[src/dtt_pkg.sv]
package dtt_pkg;

    localparam int ENTRIES     = 16;
    localparam int MAX_RESULTS = 16;
    localparam int SCAN_W      = (ENTRIES > 1) ? $clog2(ENTRIES) : 1;
    localparam int RES_IDX_W   = (MAX_RESULTS > 1) ? $clog2(MAX_RESULTS) : 1;
    localparam int RES_CNT_W   = $clog2(MAX_RESULTS + 1);

    localparam logic [2:0] KIND_SCHEDULE   = 3'd0;
    localparam logic [2:0] KIND_CANCEL_ID  = 3'd1;
    localparam logic [2:0] KIND_CANCEL_OH  = 3'd2;
    localparam logic [2:0] KIND_DROP_OWNER = 3'd3;
    localparam logic [2:0] KIND_TICK       = 3'd4;
    localparam logic [2:0] KIND_QUERY      = 3'd5;

    localparam logic [2:0] ST_DONE      = 3'd0;
    localparam logic [2:0] ST_FULL      = 3'd1;
    localparam logic [2:0] ST_NOT_FOUND = 3'd2;
    localparam logic [2:0] ST_FIRED     = 3'd3;
    localparam logic [2:0] ST_NOT_DUE   = 3'd4;

    typedef enum logic [1:0] {
        S_IDLE,
        S_SCAN,
        S_EMIT
    } t_state;

    typedef struct packed {
        logic        used;
        logic [31:0] id;
        logic [7:0]  owner;
        logic [15:0] handle;
        logic [30:0] remaining;
        logic        idle;
    } t_slot;

    typedef struct packed {
        logic [2:0]  kind;
        logic [30:0] delay_ms;
        logic        is_idle;
        logic [7:0]  owner;
        logic [15:0] script_handle;
        logic [31:0] target_id;
        logic [30:0] elapsed_ms;
    } t_item;

    typedef struct packed {
        logic [2:0]  status;
        logic [31:0] job_id;
        logic [7:0]  owner;
        logic [15:0] handle;
        logic        idle;
    } t_result;

    // Running scan state handed to the slot processor.
    typedef struct packed {
        logic        fire;
        logic        sched_done;
        logic        hit;
        logic        room;
        logic [31:0] new_id;
    } t_scan_ctl;

    typedef struct packed {
        logic push;
        logic hit;
        logic sched;
    } t_proc_st;

endpackage

[src/dtt_if.sv]
interface dtt_in_if;
    logic        valid;
    logic        ready;
    logic [2:0]  kind;
    logic [30:0] delay_ms;
    logic        is_idle;
    logic [7:0]  owner;
    logic [15:0] script_handle;
    logic [31:0] target_id;
    logic [30:0] elapsed_ms;

    modport source (output valid, kind, delay_ms, is_idle, owner, script_handle,
                    target_id, elapsed_ms, input ready);
    modport sink (input valid, kind, delay_ms, is_idle, owner, script_handle,
                  target_id, elapsed_ms, output ready);
endinterface

interface dtt_out_if;
    logic        valid;
    logic        ready;
    logic [2:0]  status;
    logic [31:0] job_id;
    logic [7:0]  fired_owner;
    logic [15:0] fired_handle;
    logic        job_idle;
    logic [30:0] next_due_ms;
    logic        last;

    modport source (output valid, status, job_id, fired_owner, fired_handle,
                    job_idle, next_due_ms, last, input ready);
    modport sink (input valid, status, job_id, fired_owner, fired_handle,
                  job_idle, next_due_ms, last, output ready);
endinterface

[src/dtt_cell.sv]
module dtt_cell (
    input  logic           i_clk,
    input  logic           i_rst_n,
    input  logic           i_shift,
    input  dtt_pkg::t_slot i_slot,
    output dtt_pkg::t_slot o_slot
);

    dtt_pkg::t_slot r_slot;

    // Only the used flag is reset; the rest of the slot is written before it is read.
    always_ff @(posedge i_clk) begin
        if (!i_rst_n) begin
            r_slot.used <= 1'b0;
        end else if (i_shift) begin
            r_slot.used <= i_slot.used;
        end
        if (i_shift) begin
            r_slot.id        <= i_slot.id;
            r_slot.owner     <= i_slot.owner;
            r_slot.handle    <= i_slot.handle;
            r_slot.remaining <= i_slot.remaining;
            r_slot.idle      <= i_slot.idle;
        end
    end

    assign o_slot = r_slot;

endmodule

[src/dtt_proc.sv]
module dtt_proc (
    input  dtt_pkg::t_item     i_item,
    input  dtt_pkg::t_scan_ctl i_ctl,
    input  dtt_pkg::t_slot     i_slot,
    output dtt_pkg::t_slot     o_slot,
    output dtt_pkg::t_result   o_res,
    output dtt_pkg::t_proc_st  o_st
);

    logic id_match;
    logic own_match;

    assign id_match  = i_slot.used && (i_slot.id == i_item.target_id);
    assign own_match = i_slot.used && (i_slot.owner == i_item.owner);

    always_comb begin
        o_slot = i_slot;
        o_res  = '{status: dtt_pkg::ST_FIRED, job_id: i_slot.id, owner: i_slot.owner,
                   handle: i_slot.handle, idle: i_slot.idle};
        o_st   = '0;
        unique case (i_item.kind)
            dtt_pkg::KIND_SCHEDULE: begin
                if (!i_slot.used && !i_ctl.sched_done) begin
                    o_slot.used      = 1'b1;
                    o_slot.id        = i_ctl.new_id;
                    o_slot.owner     = i_item.owner;
                    o_slot.handle    = i_item.script_handle;
                    o_slot.idle      = i_item.is_idle;
                    o_slot.remaining = i_item.is_idle ? 31'd0 : i_item.delay_ms;
                    o_st.sched       = 1'b1;
                end
            end
            dtt_pkg::KIND_CANCEL_ID: begin
                if (id_match && !i_ctl.hit) begin
                    o_slot.used = 1'b0;
                    o_st.hit    = 1'b1;
                end
            end
            dtt_pkg::KIND_CANCEL_OH: begin
                if (own_match && i_slot.handle == i_item.script_handle) begin
                    o_slot.used = 1'b0;
                    o_st.hit    = 1'b1;
                end
            end
            dtt_pkg::KIND_DROP_OWNER: begin
                if (own_match) begin
                    o_slot.used = 1'b0;
                end
            end
            dtt_pkg::KIND_TICK: begin
                if (i_ctl.fire && i_slot.used) begin
                    if (!i_slot.idle && i_slot.remaining > i_item.elapsed_ms) begin
                        o_slot.remaining = i_slot.remaining - i_item.elapsed_ms;
                    end else if (i_ctl.room) begin
                        o_slot.used = 1'b0;
                        o_st.push   = 1'b1;
                    end else begin
                        o_slot.remaining = 31'd0;
                    end
                end
            end
            dtt_pkg::KIND_QUERY: begin
                if (id_match && !i_ctl.hit) begin
                    o_res.status = dtt_pkg::ST_DONE;
                    o_st.push    = 1'b1;
                    o_st.hit     = 1'b1;
                end
            end
            default: begin
            end
        endcase
    end

endmodule

[src/deferred_timer_table.sv]
// Each item makes one full turn of the slot ring, which visits every slot
// once in slot order; then its result items leave in order as they are taken.
// A single item is in flight at a time.
// Synchronous active-low reset empties every slot and clears the id counter
// and the cached next deadline; no clearing pass is needed.
module deferred_timer_table (
    input  logic       i_clk,
    input  logic       i_rst_n,
    dtt_in_if.sink     i_in,
    dtt_out_if.source  o_out
);

    localparam int E = dtt_pkg::ENTRIES;

    dtt_pkg::t_state r_state, n_state;

    dtt_pkg::t_item     r_item;
    dtt_pkg::t_slot     cell_in  [E];
    dtt_pkg::t_slot     cell_out [E];
    dtt_pkg::t_slot     proc_slot;
    dtt_pkg::t_result   proc_res;
    dtt_pkg::t_proc_st  proc_st;
    dtt_pkg::t_scan_ctl scan_ctl;

    dtt_pkg::t_result r_res [dtt_pkg::MAX_RESULTS];

    logic [31:0]                    r_last_id;
    logic [30:0]                    r_next_due;
    logic                           r_any_used;
    logic                           r_fire;
    logic                           r_sched_done;
    logic                           r_hit;
    logic [dtt_pkg::RES_CNT_W-1:0]  r_cnt;
    logic [dtt_pkg::RES_IDX_W-1:0]  r_rd;
    logic [dtt_pkg::SCAN_W-1:0]     r_scan;
    logic [30:0]                    r_min;
    logic                           r_have;
    logic                           r_any_idle;

    logic [30:0] n_min;
    logic        n_have;
    logic        n_any_idle;
    logic        shift;
    logic        accept;
    logic        out_take;
    logic        scan_last;
    logic        emit_last;
    dtt_pkg::t_result emit_res;

    assign accept    = i_in.valid && i_in.ready;
    assign out_take  = o_out.valid && o_out.ready;
    assign shift     = (r_state == dtt_pkg::S_SCAN);
    assign scan_last = (r_scan == dtt_pkg::SCAN_W'(E - 1));
    assign emit_last = (r_cnt == '0) ||
                       ({1'b0, r_rd} == dtt_pkg::RES_CNT_W'(r_cnt - 1'b1));

    // The ring: slot i sits in cell E-1-i, so the head leaves in slot order
    // and a full turn restores the layout.
    assign cell_in[0] = proc_slot;
    for (genvar k = 0; k < E; k++) begin : g_ring
        if (k > 0) begin : g_link
            assign cell_in[k] = cell_out[k-1];
        end
        dtt_cell u_cell (
            .i_clk   (i_clk),
            .i_rst_n (i_rst_n),
            .i_shift (shift),
            .i_slot  (cell_in[k]),
            .o_slot  (cell_out[k])
        );
    end

    assign scan_ctl.fire       = r_fire;
    assign scan_ctl.sched_done = r_sched_done;
    assign scan_ctl.hit        = r_hit;
    assign scan_ctl.room       = (r_cnt < dtt_pkg::RES_CNT_W'(dtt_pkg::MAX_RESULTS));
    assign scan_ctl.new_id     = r_last_id + 32'd1;

    dtt_proc u_proc (
        .i_item (r_item),
        .i_ctl  (scan_ctl),
        .i_slot (cell_out[E-1]),
        .o_slot (proc_slot),
        .o_res  (proc_res),
        .o_st   (proc_st)
    );

    // Deadline bookkeeping over the slots as they are written back.
    always_comb begin
        n_min      = r_min;
        n_have     = r_have;
        n_any_idle = r_any_idle;
        if (proc_slot.used) begin
            if (proc_slot.idle) begin
                n_any_idle = 1'b1;
            end
            if (!r_have || proc_slot.remaining < r_min) begin
                n_min  = proc_slot.remaining;
                n_have = 1'b1;
            end
        end
    end

    always_comb begin
        n_state = r_state;
        unique case (r_state)
            dtt_pkg::S_IDLE: if (accept) n_state = dtt_pkg::S_SCAN;
            dtt_pkg::S_SCAN: if (scan_last) n_state = dtt_pkg::S_EMIT;
            dtt_pkg::S_EMIT: if (out_take && emit_last) n_state = dtt_pkg::S_IDLE;
            default:         n_state = dtt_pkg::S_IDLE;
        endcase
    end

    always_comb begin
        i_in.ready  = (r_state == dtt_pkg::S_IDLE);
        o_out.valid = (r_state == dtt_pkg::S_EMIT);
    end

    // When nothing was pushed, the single result follows from the item kind.
    always_comb begin
        emit_res = '0;
        if (r_cnt != '0) begin
            emit_res = r_res[r_rd];
        end else begin
            case (r_item.kind)
                dtt_pkg::KIND_SCHEDULE: begin
                    emit_res.status = r_sched_done ? dtt_pkg::ST_DONE : dtt_pkg::ST_FULL;
                    emit_res.job_id = r_sched_done ? r_last_id : 32'd0;
                end
                dtt_pkg::KIND_CANCEL_ID,
                dtt_pkg::KIND_CANCEL_OH,
                dtt_pkg::KIND_QUERY:
                    emit_res.status = r_hit ? dtt_pkg::ST_DONE : dtt_pkg::ST_NOT_FOUND;
                dtt_pkg::KIND_TICK:
                    emit_res.status = r_fire ? dtt_pkg::ST_DONE : dtt_pkg::ST_NOT_DUE;
                default:
                    emit_res.status = dtt_pkg::ST_DONE;
            endcase
        end
    end

    assign o_out.status       = emit_res.status;
    assign o_out.job_id       = emit_res.job_id;
    assign o_out.fired_owner  = emit_res.owner;
    assign o_out.fired_handle = emit_res.handle;
    assign o_out.job_idle     = emit_res.idle;
    assign o_out.next_due_ms  = r_next_due;
    assign o_out.last         = emit_last;

    always_ff @(posedge i_clk) begin
        if (!i_rst_n) begin
            r_state      <= dtt_pkg::S_IDLE;
            r_last_id    <= '0;
            r_next_due   <= '0;
            r_any_used   <= 1'b0;
            r_fire       <= 1'b0;
            r_sched_done <= 1'b0;
            r_hit        <= 1'b0;
            r_cnt        <= '0;
            r_rd         <= '0;
            r_scan       <= '0;
            r_min        <= '0;
            r_have       <= 1'b0;
            r_any_idle   <= 1'b0;
        end else begin
            r_state <= n_state;
            if (accept) begin
                r_fire       <= (i_in.kind == dtt_pkg::KIND_TICK) && r_any_used &&
                                (i_in.elapsed_ms >= r_next_due);
                r_sched_done <= 1'b0;
                r_hit        <= 1'b0;
                r_cnt        <= '0;
                r_rd         <= '0;
                r_scan       <= '0;
                r_min        <= '0;
                r_have       <= 1'b0;
                r_any_idle   <= 1'b0;
            end
            if (shift) begin
                r_scan     <= r_scan + 1'b1;
                r_min      <= n_min;
                r_have     <= n_have;
                r_any_idle <= n_any_idle;
                if (proc_st.sched) r_sched_done <= 1'b1;
                if (proc_st.hit) r_hit <= 1'b1;
                if (proc_st.push) r_cnt <= r_cnt + 1'b1;
                if (scan_last) begin
                    r_next_due <= n_any_idle ? 31'd0 : (n_have ? n_min : 31'd0);
                    r_any_used <= n_have;
                    if (r_sched_done || proc_st.sched) begin
                        r_last_id <= r_last_id + 32'd1;
                    end
                end
            end
            if (out_take && !emit_last) begin
                r_rd <= r_rd + 1'b1;
            end
        end
    end

    always_ff @(posedge i_clk) begin
        if (accept) begin
            r_item <= '{kind: i_in.kind, delay_ms: i_in.delay_ms, is_idle: i_in.is_idle,
                        owner: i_in.owner, script_handle: i_in.script_handle,
                        target_id: i_in.target_id, elapsed_ms: i_in.elapsed_ms};
        end
        if (shift && proc_st.push) begin
            r_res[r_cnt[dtt_pkg::RES_IDX_W-1:0]] <= proc_res;
        end
    end

endmodule

[src/flat_wrapper.sv]
// flat-port wrapper written by rule: the top's interface ports become plain ports
module deferred_timer_table_flat 
  (i_clk, i_rst_n, i_in_valid, i_in_kind, i_in_delay_ms, i_in_is_idle, i_in_owner, i_in_script_handle, i_in_target_id, i_in_elapsed_ms, i_in_ready, o_out_valid, o_out_status, o_out_job_id, o_out_fired_owner, o_out_fired_handle, o_out_job_idle, o_out_next_due_ms, o_out_last, o_out_ready);
  dtt_in_if i_in_i ();
  dtt_out_if o_out_i ();
  input  logic i_clk;
  input  logic i_rst_n;
  input wire logic [$bits(i_in_i.valid)-1:0] i_in_valid;
  input wire logic [$bits(i_in_i.kind)-1:0] i_in_kind;
  input wire logic [$bits(i_in_i.delay_ms)-1:0] i_in_delay_ms;
  input wire logic [$bits(i_in_i.is_idle)-1:0] i_in_is_idle;
  input wire logic [$bits(i_in_i.owner)-1:0] i_in_owner;
  input wire logic [$bits(i_in_i.script_handle)-1:0] i_in_script_handle;
  input wire logic [$bits(i_in_i.target_id)-1:0] i_in_target_id;
  input wire logic [$bits(i_in_i.elapsed_ms)-1:0] i_in_elapsed_ms;
  output wire logic [$bits(i_in_i.ready)-1:0] i_in_ready;
  output wire logic [$bits(o_out_i.valid)-1:0] o_out_valid;
  output wire logic [$bits(o_out_i.status)-1:0] o_out_status;
  output wire logic [$bits(o_out_i.job_id)-1:0] o_out_job_id;
  output wire logic [$bits(o_out_i.fired_owner)-1:0] o_out_fired_owner;
  output wire logic [$bits(o_out_i.fired_handle)-1:0] o_out_fired_handle;
  output wire logic [$bits(o_out_i.job_idle)-1:0] o_out_job_idle;
  output wire logic [$bits(o_out_i.next_due_ms)-1:0] o_out_next_due_ms;
  output wire logic [$bits(o_out_i.last)-1:0] o_out_last;
  input wire logic [$bits(o_out_i.ready)-1:0] o_out_ready;
  assign i_in_i.valid = i_in_valid;
  assign i_in_i.kind = i_in_kind;
  assign i_in_i.delay_ms = i_in_delay_ms;
  assign i_in_i.is_idle = i_in_is_idle;
  assign i_in_i.owner = i_in_owner;
  assign i_in_i.script_handle = i_in_script_handle;
  assign i_in_i.target_id = i_in_target_id;
  assign i_in_i.elapsed_ms = i_in_elapsed_ms;
  assign i_in_ready = i_in_i.ready;
  assign o_out_valid = o_out_i.valid;
  assign o_out_status = o_out_i.status;
  assign o_out_job_id = o_out_i.job_id;
  assign o_out_fired_owner = o_out_i.fired_owner;
  assign o_out_fired_handle = o_out_i.fired_handle;
  assign o_out_job_idle = o_out_i.job_idle;
  assign o_out_next_due_ms = o_out_i.next_due_ms;
  assign o_out_last = o_out_i.last;
  assign o_out_i.ready = o_out_ready;
  deferred_timer_table u_core (.i_clk(i_clk), .i_rst_n(i_rst_n), .i_in(i_in_i), .o_out(o_out_i));
endmodule
[config.mk]
export PLATFORM = sky130hd
export DESIGN_NAME = deferred_timer_table_flat
export DESIGN_NICKNAME = d
export VERILOG_FILES = /design/src/dtt_pkg.sv /design/src/dtt_if.sv /design/src/dtt_cell.sv /design/src/dtt_proc.sv /design/src/deferred_timer_table.sv /design/src/flat_wrapper.sv
export SDC_FILE = /design/constraint.sdc
export NUM_CORES = 2
export LEC_CHECK = 0
export ABC_AREA = 1
export BUFFER_PORTS_ARGS = -buffer_cell sky130_fd_sc_hd__buf_2
export CORE_ASPECT_RATIO = 1.2
export CORE_MARGIN = 2
export CORE_UTILIZATION = 46
export CTS_BUF_LIST = sky130_fd_sc_hd__clkbuf_8
export DETAILED_ROUTE_END_ITERATION = 8
export PLACE_DENSITY = 0.6
export REMOVE_ABC_BUFFERS = 1
export SYNTH_ARGS = -nofsm -noshare
export SYNTH_HDL_FRONTEND = slang
export SYNTH_HIERARCHICAL = 1
export SYNTH_SLANG_ARGS = --single-unit
[constraint.sdc]
create_clock -name i_clk -period 73.9 [get_ports i_clk]
set_clock_uncertainty 0.1 [all_clocks]
set_input_delay 14.78 -clock i_clk [delete_from_list [all_inputs] [get_ports i_clk]]
set_output_delay 14.78 -clock i_clk [all_outputs]
set_load 0.05 [all_outputs]
Yosys cells after proc, flatten, opt, wreduce, memory -nomap -nowiden --
Memories as Yosys holds them, arrays and structs flattened. A register that Yosys moved wholly into a read port is not among the register bits. Cells that the tools add are included.
Cells by class: add/subtract/negate cells 6, magnitude comparators 4, equal/unequal tests 16, multiplexer cells 68, reduce and logical (&&, ||, !) cells 33
Operator list (number):
- 31-bit 2-to-1 mux | 10
- 89-bit 2-to-1 mux | 1
- 32-bit 2-to-1 mux | 2
- 31-bit case mux with 2 select lines | 1
- 56-bit 2-to-1 mux | 1
- 35-bit 2-to-1 mux | 1
- 32-bit by 1-bit adder with 32-bit output, second input constant | 1
- 32-bit equality test | 1
- 31-bit >= comparator | 1
- 31-bit greater-than comparator | 1
- 31-bit < comparator | 1
- 31-bit subtractor | 1
- 1-bit 2-to-1 mux | 30
- 25-bit 2-to-1 mux | 1
- 4-bit 2-to-1 mux | 5
- 16-bit equality test | 1
- 5-bit 2-to-1 mux | 3
- 1-bit logical AND | 14
- 2-bit 2-to-1 mux | 7
- 3-bit equality test, second input constant | 3
- 3-bit case mux with 3 select lines | 1
- 4-bit by 1-bit adder with 4-bit output, second input constant | 2
- 8-bit equality test | 1
- 3-bit by 2-bit equality test with 1-bit output, second input constant | 2
- 24 further kinds | 35
Word-level totals: register bits after elaboration 1661, RAM bits 944, bits of input ports 126, memories kept 1
Memory list:
- u_core.r_res | words 16, bits a word 59, read ports 1, clocked after memory_dff 1, write ports 1, RTL line deferred_timer_table.sv:25 | dtt_pkg::t_result r_res [dtt_pkg::MAX_RESULTS];

Depth between registers and ports, before layout --
depth after elaboration 11, gate-level depth with buffers 36

Cells and area by module --
Netlist, hierarchy kept.
By module, submodules not included:
- deferred_timer_table | times used 1, cells an instance 3857, area an instance 48376.4 um2, sequential area each 34873.4 um2
- dtt_cell | times used 16, cells an instance 94, area an instance 2683.8 um2, sequential area each 2662.6 um2
- dtt_proc | times used 1, cells an instance 1327, area an instance 6213.5 um2, sequential area each 0.0 um2

Worst setup path after synthesis --
Ideal clock, no wire load.
kind reg2reg, start point register u_core.r_state[0], end point register u_core.g_ring[0].u_cell.r_slot, in the netlist u_core/g_ring[0].u_cell/o_slot[0] (enable), setup time 2.347 ns, data arrival time 39.369 ns, slack 32.085 ns, cell stages (with the launch flop) 5, path buffers 2, clock period less this slack 41.815 ns, cells stage by stage dfxtp_1 > inv_1 > nor2_1 > clkbuf_1 > buf_1
Between the ends: longest elaborated chain between the ends 1
RTL lines:
- from (decl) | RTL line deferred_timer_table.sv:15 | dtt_pkg::t_state r_state, n_state;
- from (signal assigned) | RTL line deferred_timer_table.sv:152 | r_state <= dtt_pkg::S_IDLE;
- from (signal assigned) | RTL line deferred_timer_table.sv:166 | r_state <= n_state;
- 2-bit by 1-bit equality test with 1-bit output | RTL line deferred_timer_table.sv:52 | assign shift = (r_state == dtt_pkg::S_SCAN);
- net u_core.shift | RTL line deferred_timer_table.sv:43 | logic shift;
- to (decl) | RTL line dtt_cell.sv:9 | dtt_pkg::t_slot r_slot;
The timed path passes the listed nets, and every way through them passes these cells. A chain may end at the register's enable or synchronous reset.

==> out/results.tsv <==
metric	value	unit
outcome	finished, final reports clean	
die_w	424	µm
cp-end-kind	output pin	
crit_arrival	4.96	ns
core	211000	µm²
grt_max_degree	237	
synthXorXnorAreaFrac	0.00662	
switching_power	654	µW
post-route-period-util	0.268	
powerDensity	27.3	nW/µm²
cp_common_cell	nand2_1	
synth.top_cell.area_share	0.767	
postCtsSetupBuffers	0	
synth_cell_types	56	
tns	0	ns
fmax	50.4	MHz
place.detailed.hpwl	126000	µm
post_cts_resized	0	
routed_wl	229000	µm
clk_path_buf_depth	4	
grt.total_usage	0.210	
drive_above_1_share	0.124	
critPathMaxStageDelay	1.01	ns
cp_cell_sequence	inv_8, buf_4, o21ai_0, o221ai_1, o211ai_1, nand2_1, nand2_1, o21ai_1, buf_2	
start_util	0.462	
p_leak	0.0381	µW
setup_viol	0	
area_growth	11.7	%
fin_nets	7277	
fin_area	109000	µm²
r2r_cells	13	
synthFlopType	edfxtp_1	
ys_seq_area_frac	0.794	
rows	185	
wire_per_inst	22.5	µm
comb_power_share	0.036	
cts_tree	yes	
clk_pin_slew	0.06	ns
internal-power	2320	µW
dr.pass1.iters	6	
worstMarginPinSlew	1.31	ns
fin_crit	19.84	ns
ir_drop	18.3	µV
cts.sinks	2625	
synth_seq_cells	2625	
path_class	reg2out	
yosys.area_share.adder	0.0129	
grt_overflow	0	
drc	0	
syn-mean-instance-area	14.6	µm²
required	59.02	ns
grt_pass1_vias	54200	
fp.dieH	508	µm
cp_slowest_cell	buf_4	
async_reset_ff_frac	0	
grt_pass1_wl	339000	µm
htreeDepth	5	
placed_area	101000	µm²
yosys.area.top_type	edfxtp_1	
syn-instance-count	6688	
antenna_found_initial	9	
synth_area_leaders	edfxtp_1, nand2_1, o21ai_0, dfxtp_1, nor2_1	
synth_top_family_by_area	simple AND/OR/NAND/NOR gates	
synth_edf_count	2490	
drv_cap	0	
gp_congestion	0.919	
rsz0062_at_grt	false	
vias	55600	
top_level_ports	220	
p_clk_frac	0.383	
switching_share	0.220	
synth_compound_area_frac	0.0723	
drtAntennaViolNets	0	
drt_iter0_drc	5661	
maxSlewViolCount	0	
dieArea	216000	µm²
post_drt_via_cell_ratio	5.47	
power_frac_seq	0.581	
cp_max_fo	142	
maxSlewHeadroom	0.129	
critPathLaunchType	flop	
numCtsBuffers	410	
synth_mux_area_frac	0	
ctsRootBufferMaster	clkbuf_8	
cts_hold_buf	0	
min_path_type	reg2reg	
finalHoldViolations	0	
hold_depth	0	
clkLatencyLatePin	1.09	ns
syn-cell-area	97500	µm²
ys_warn_count	6	
port_buffers	219	
yosys.area_share.simple	0.0816	
==> path summary, 6_finish.rpt <==
kind                                                        to                                             start  slack (ns)
setup / recovery                               o_out_job_id[6]                                              flop       54.06
hold / removal    u_core/g_ring[2].u_cell/o_slot[57]$_DFFE_PP_      u_core/g_ring[1].u_cell/o_slot[57]$_DFFE_PP_        0.25
setup reg to reg                 u_core/r_res[9][31]$_DFFE_PP_  u_core/g_ring[15].u_cell/o_slot[88]$_SDFFE_PN0P_       66.49
hold reg to reg   u_core/g_ring[2].u_cell/o_slot[57]$_DFFE_PP_      u_core/g_ring[1].u_cell/o_slot[57]$_DFFE_PP_        0.25
==> power groups by stage <==
stage | Clock [µW] | Sequential, µW | Combinational [µW]
6_report | 1140 | 1730 | 106
5_1_grt | 1240 | 1730 | 118
4_1_cts | 1170 | 1730 | 106
3_5_place_dp | 0 | 1760 | 106
3_3_place_gp | 0 | 1760 | 104
2_1_floorplan | 0 | 1880 | 75.6
==> final cells by class <==
class / instances / area (µm²)
sequential: 2625 / 77500
multi-input combinational: 3316 / 17100
timing repair buffer: 301 / 1750
clock inverter: 298 / 1620
antenna: 2 / 5.00
fill: 17700 / 102000
inverter: 397 / 1510
clock buffer: 434 / 5970
tap: 2805 / 3510
==> per-layer routing <==
layer | up-vias | track usage | routed length, µm | share of wire
met3 | 474 | 0.0413 | 17200 | 0.075
met5 | - | 0 | 13 | 0.000057
met1 | 27800 | 0.289 | 96600 | 0.42
met4 | 2 | 0.0860 | 7960 | 0.035
met2 | 2292 | 0.328 | 108000 | 0.47
li1 | 25100 | - | - | -
==> through the flow <==
stage / setup WS [ns] / hold slack (ns) / std cells / total power (µW) / util
after floorplan: -15.57 / 0.300 / 6338 / 1950 / -
after global placement: 55.23 / 0.300 / 9444 / 1860 / 0.480
after detailed placement: 55.20 / 0.305 / 9444 / 1860 / 0.480
after CTS: 53.97 / 0.258 / 10200 / 3010 / 0.515
after global routing: 53.77 / 0.252 / 10200 / 3090 / 0.515
final: 54.06 / 0.247 / 10200 / 2970 / 0.515
==> layout by cell type (no fill, tap or decap), drive strengths merged, types with 2 or more instances in the layout <==
cell	count
edfxtp	2490
nand2	936
nor2	708
o21ai	605
inv	522
clkbuf	434
buf	301
nand3	228
a21oi	206
o221ai	160
clkinv	150
dfxtp	135
o211ai	103
ha	99
o22ai	89
xor2	40
xnor2	32
nor3	26
nand4	25
bufinv	15
clkinvlp	8
nand3b	8
a211oi	8
or2	7
o21bai	7
nor4	6
a31oi	3
and2	3
a22oi	3
diode	2
o21a	2
a221oi	2
o2111ai	2
==> cell usage after synthesis (all sizes together), types with 26 or more instances <==
library cell  number
o22ai             89
nand3            228
o21ai            605
o211ai           103
nor2             708
nand2            936
ha                99
a21oi            206
o221ai           160
xor2              40
edfxtp          2490
buf              149
dfxtp            135
nor3              26
inv              396
xnor2             32
clkbuf           201
==> registers in the layout, summed over array words and instances (netlist names), named ones only <==
register and cells:
u_core/g_ring.u_cell/o_slot 1424, u_core/r_res 960, u_core/r_item 122, u_core/r_last_id 32, u_core/o_out.next_due_ms 31, u_core/r_min 31, u_core/r_cnt 5, u_core/r_rd 4
u_core/r_scan 4, u_core/r_state 2, u_core/r_any_idle 1, u_core/r_any_used 1, u_core/r_fire 1, u_core/r_have 1, u_core/r_hit 1, u_core/r_sched_done 1
==> cells by family after synthesis <==
| kind of cell | Yosys count |
|---|---|
| XOR/XNOR | 72 |
| buffers and inverters | 747 |
| AO/OA/AOI/OAI | 1194 |
| other | 1 |
| AND/OR/NAND/NOR | 1949 |
| flip-flops | 2625 |
| adder cells (fa/ha/maj) | 100 |
==> critical path: cells and delay by family (launching register included) <==
family / cells / cell delay (ns)
AND/OR/NAND/NOR: 2 / 0.28
buffers and inverters: 3 / 2.07
AO/OA/AOI/OAI: 4 / 0.91
flip-flops: 1 / 0.56
Note: power is estimated with default switching activity, not from simulation.
